[config.mk]
export PLATFORM = sky130hd
export DESIGN_NAME = qsdh_mul
export DESIGN_NICKNAME = d
export VERILOG_FILES = /design/src/sv/quadratic_segment_dp_hull_unit_assert.svh /design/src/sv/qsdh_pkg.sv /design/src/sv/qsdh_mul.sv
export SDC_FILE = /design/constraint.sdc
export NUM_CORES = 2
export LEC_CHECK = 0
export BUFFER_PORTS_ARGS = -buffer_cell sky130_fd_sc_hd__buf_4
export CORE_MARGIN = 2
export CORE_UTILIZATION = 70
export CTS_CLUSTER_SIZE = 30
export DETAILED_ROUTE_END_ITERATION = 8
export GPL_ROUTABILITY_DRIVEN = 0
export PLACE_DENSITY = 0.88
export SETUP_SLACK_MARGIN = 0.5
export SLEW_MARGIN = 5
export SYNTH_ARGS = -nofsm -noshare
export SYNTH_HDL_FRONTEND = slang
export SYNTH_SLANG_ARGS = --single-unit
[constraint.sdc]
create_clock -name clk -period 23 [get_ports clk]
set_input_delay 5.75 -clock clk [delete_from_list [all_inputs] [get_ports clk]]
set_output_delay 5.75 -clock clk [all_outputs]
set_load 0.01 [all_outputs]
[src/sv/quadratic_segment_dp_hull_unit_assert.svh]
// assertion macros for the hull unit, switched off by ASSERT_OFF
`ifndef QUADRATIC_SEGMENT_DP_HULL_UNIT_ASSERT_SVH
`define QUADRATIC_SEGMENT_DP_HULL_UNIT_ASSERT_SVH
`ifndef ASSERT_OFF
// property checked on every clock edge outside reset
`define QSDH_ASSERT(lbl, prop, msg) \
  lbl: assert property (@(posedge clk) disable iff (!rst_n) prop) else $error(msg);
// property checked on every clock edge, reset included
`define QSDH_ASSERT_NR(lbl, prop, msg) \
  lbl: assert property (@(posedge clk) prop) else $error(msg);
`else
`define QSDH_ASSERT(lbl, prop, msg)
`define QSDH_ASSERT_NR(lbl, prop, msg)
`endif
`endif

[src/sv/qsdh_pkg.sv]
// shared types and constants of the hull unit
package qsdh_pkg;

  localparam int MAX_ITEMS_DEF = 1048576;

  localparam int VAL_W   = 8;
  localparam int SUM_W   = 28;
  localparam int Y_W     = 64;
  localparam int QC_W    = 5;
  localparam int LC_W    = 25;
  localparam int CFG_W   = 25;
  localparam int CFG_IW  = 2;
  localparam int MUL_W   = 35;
  localparam int PROD_W  = 2 * MUL_W;
  localparam int DX_W    = SUM_W + 1;
  localparam int ACC_W   = 96;

  // configuration register indexes
  localparam logic [CFG_IW-1:0] CFG_QUAD  = 2'd0;
  localparam logic [CFG_IW-1:0] CFG_LIN   = 2'd1;
  localparam logic [CFG_IW-1:0] CFG_CONST = 2'd2;

  // one hull point as held in memory
  typedef struct packed {
    logic [SUM_W-1:0] x;
    logic [Y_W-1:0]   y;
  } hull_pt_t;

endpackage

[src/sv/qsdh_mul.sv]
// shared signed multiplier with registered product
module qsdh_mul (
  input  logic                                clk,
  input  logic signed [qsdh_pkg::MUL_W-1:0]   mul_a,
  input  logic signed [qsdh_pkg::MUL_W-1:0]   mul_b,
  output logic signed [qsdh_pkg::PROD_W-1:0]  prod_r
);

  // one product per cycle
  always_ff @(posedge clk) begin
    prod_r <= mul_a * mul_b;
  end

endmodule

# After elaboration in Yosys (flattened, before gate mapping)
# Cells that the tools add are included.
[classes]
n_mul = 1
[op_table]
columns = ["cell", "n"]
rows = [
  ["35-bit by 35-bit multiplier with 70-bit output", 1],
]
[totals]
reg_bits = 70
inputBits = 71
output_inout_bits = 70
word_cells = 2

# Longest topological paths before layout
[depth]
ltp_word = 1
mapped_depth = 30
depth_no_buf = 28

# Worst setup path after synthesis
# Ideal clock, no wire load.
[synth_path]
kind = "input port to flip-flop"
from = "in mul_a[34] in the netlist's numbering"
to = "reg prod_r[68] in the netlist's numbering"
setup_ps = 123
arrival_time_ps = 13615
t_required_ps = 22877
path_slack_ps = 9262
cell_stages = 28
path_buffers = 3
path_cell_list = "clkbuf_1 > clkbuf_1 > nand2_1 > inv_1 > fa_1 > fa_1 > fa_1 > inv_1 > fa_1 > inv_1 > fa_1 > fa_1 > fa_1 > inv_1 > fa_1 > inv_1 > ha_1 > buf_4 > a21o_1 > a21o_1 > a21oi_1 > o21ai_0 > a221o_1 > a21o_1 > a31oi_1 > o21a_1 > o21ai_1 > xor2_1"
[synth_between]
elab_chain_len = 1
[synth_rtl]
columns = ["item", "line", "text"]
rows = [
  ["from (decl)", "qsdh_mul.sv:4", "input logic signed [qsdh_pkg::MUL_W-1:0] mul_a,"],
  ["35-bit by 35-bit multiplier with 70-bit output", "qsdh_mul.sv:11", "prod_r <= mul_a * mul_b;"],
  ["to (signal assigned)", "qsdh_mul.sv:11", ""],
  ["to (decl)", "qsdh_mul.sv:6", "output logic signed [qsdh_pkg::PROD_W-1:0] prod_r"],
]
# Every way passes these cells.

# Final worst setup path
# Ends and elaborated chain as after synthesis.

==> flow_metrics.tcl <==
set metrics [dict create \
    io_buffers 140 \
    slew_violations 0 \
    maxSlewHeadroom_pct 47.3 \
    first_iter_violations 2915 \
    fin_crit_ns 14.16 \
    drv_cap 0 \
    firstDrtPassIters 6 \
    regMostFlops "prod_r" \
    syn_nets 6260 \
    syn_inst 4671 \
    arrival_ns 14.41 \
    clock_path_buffers 2 \
    postCtsHoldBufs 0 \
    rsz0062_at_grt "no" \
    ios 141 \
    required_ns 23.25 \
    fp-row-count 92 \
    final_common_cell "fa_1" \
    numCtsBuffers 9 \
    synthDistinctLibCells 71 \
    fmax_mhz 70.6 \
    post-dp-hpwl_um 95900 \
    setup_tns_ns 0 \
    synth_ff_type "dfxtp_1" \
    start_kind "input pin" \
    synth_edf_count 0 \
    ant_nets 0 \
    area_growth_pct 3.16 \
    final_area_sq_um 46300 \
    synth.cell_area_sq_um 44800 \
    status "finished, final reports clean" \
    fp.dieW_um 257 \
    coreArea_sq_um 63200 \
    h-tree-depth 3 \
    yosysWarningCount 0 \
    place_ws_ns 8.60 \
    grt_pass1_wl_um 195000 \
    seq_area_frac_synth_pct 3.13 \
    route.detailed.drc 0 \
    path_clk_slew_ns 0.07 \
    synth.avg_cell_area_sq_um 9.60 \
    layout_common_cells "fa_1 (1,310), inv_1 (1,158), and2_1 (667)" \
    largest_reg_flops 70 \
    routedWlPerCell_um 22.1 \
    clkSinkCount 70 \
    routed_via_density 6.02 \
    finalSetupViolCount 0 \
    grt_start_max_net_pins 36 \
    cts_resized 0 \
    dpl_cell_area_sq_um 45900 \
    post_cts_buffers 0 \
    num_vias 32700 \
    drt_wl_total_um 120000 \
    crit_path_end_kind "flop" \
    critPathMaxFanout 35 \
    timing.final.crit_share_pct 61.6 \
    antenna_found_initial 3 \
    hold_viol 0 \
    top_regs "prod_r (70)" \
    overflow 0 \
    grt_util_all_layers_pct 38.7 \
    fin_ws_ns 8.84 \
    nets 6163 \
    fp.dieH_um 257 \
    hold_path_class "in -> reg" \
    worst-setup-path-type "in -> reg" \
    async_flop_share_pct 0 \
    initial_core_util_pct 71.0 \
    cts_tree "done" \
    die-area_sq_um 66100 \
    ys_seq_elements 70 \
    cts_root_buf "clkbuf_16" \
    worst_slew_pin_slew_ns 0.782 \
    grt_pass1_vias 37900 \
    drive_gt1_share_pct 4.02 \
]
-- metal layers --
| metal | GRT usage (%) | vias to the layer above | part of all wire (%) |
|---|---|---|---|
| li1 | - | 13000 | - |
| met1 | 44.0 | 16700 | 31 |
| met2 | 64.2 | 2136 | 50 |
| met3 | 8.13 | 805 | 9.2 |
| met4 | 30.1 | 2 | 9.8 |
| met5 | 0 | - | 0.0075 |
-- final timing paths --
kind                  startpoint    endpoint  cells past startpoint
worst max-delay path   mul_a[34]  prod_r[68]                     26
worst min-delay path    mul_b[0]   prod_r[0]                      2
-- cell families after synthesis --
kind of cell | share of synthesized area (%)
AO/OA/AOI/OAI | 3.35
AND/OR/NAND/NOR | 15.6
buffers and inverters | 12.0
flip-flops | 3.13
XOR/XNOR | 1.54
adder cells (fa/ha/maj) | 64.3
-- synthesized netlist by cell type (all sizes together), types with 2 or more instances --
cell | count | area, sq um
nand3 | 9 | 55.1
nor2b | 5 | 31.3
ha | 207 | 2590
a21bo | 2 | 20.0
xor2 | 25 | 219
xnor2 | 54 | 473
o31ai | 3 | 36.3
and2 | 667 | 4170
o2bb2ai | 2 | 23.8
or2 | 2 | 12.5
o211ai | 5 | 37.5
and3 | 12 | 76.3
o21bai | 12 | 90.1
dfxtp | 70 | 1400
inv | 1159 | 4350
a31oi | 8 | 50.1
nand3b | 2 | 15.0
nand2b | 15 | 93.8
a221oi | 2 | 23.8
or4 | 2 | 15.0
a21o | 39 | 294
nand4 | 17 | 113
a2111oi | 2 | 30.0
nor3 | 2 | 10.0
fa | 1311 | 26200
o21ai | 48 | 251
a211o | 3 | 26.3
buf | 19 | 161
and4 | 4 | 36.3
a221o | 2 | 20.0
a211oi | 3 | 22.5
nor2 | 53 | 201
clkbuf | 231 | 877
or3 | 3 | 20.0
nand2 | 569 | 2140
o21ba | 2 | 20.0
o21a | 9 | 67.6
nor4 | 2 | 12.5
a21oi | 76 | 384
-- cell type report --
class,instances,area [sq um]
Antenna cell,2,5.00
Clock buffer,9,225
Clock inverter,7,103
Fill cell,4122,16900
Inverter,1159,4350
Multi-Input combinational cell,3191,38000
Sequential cell,70,1400
Tap cell,846,1060
Timing Repair Buffer,143,1070
-- through the flow --
step           hold WS (ns)  instances  utilization, %
4_1_cts                5.87       5425            73.2
5_1_grt                5.88       5427            73.2
2_1_floorplan          5.88       4671               -
3_5_place_dp           6.14       5409            72.7
3_3_place_gp           6.14       5409            72.7
6_report               5.87       5427            73.2
-- worst max-delay path, stage by stage --
cell,delay [ns]
buf_4,0.33
nand2_1,0.16
inv_1,0.15
fa_1,0.50
fa_1,0.57
fa_1,0.95
inv_1,0.16
fa_1,0.86
inv_1,0.42
fa_1,0.56
fa_1,0.50
fa_1,0.49
inv_1,0.05
fa_1,0.47
inv_1,0.04
ha_1,0.38
a21o_1,0.22
a21o_1,0.17
a21oi_1,0.23
o21ai_0,0.12
a221o_1,0.36
a21o_1,0.21
a31oi_1,0.31
o21a_1,0.18
o21ai_1,0.07
xor2_1,0.15
Power is left out: the tool's default activity adds up to more than one toggle a clock period on the data nets, which glitch-free logic cannot reach.
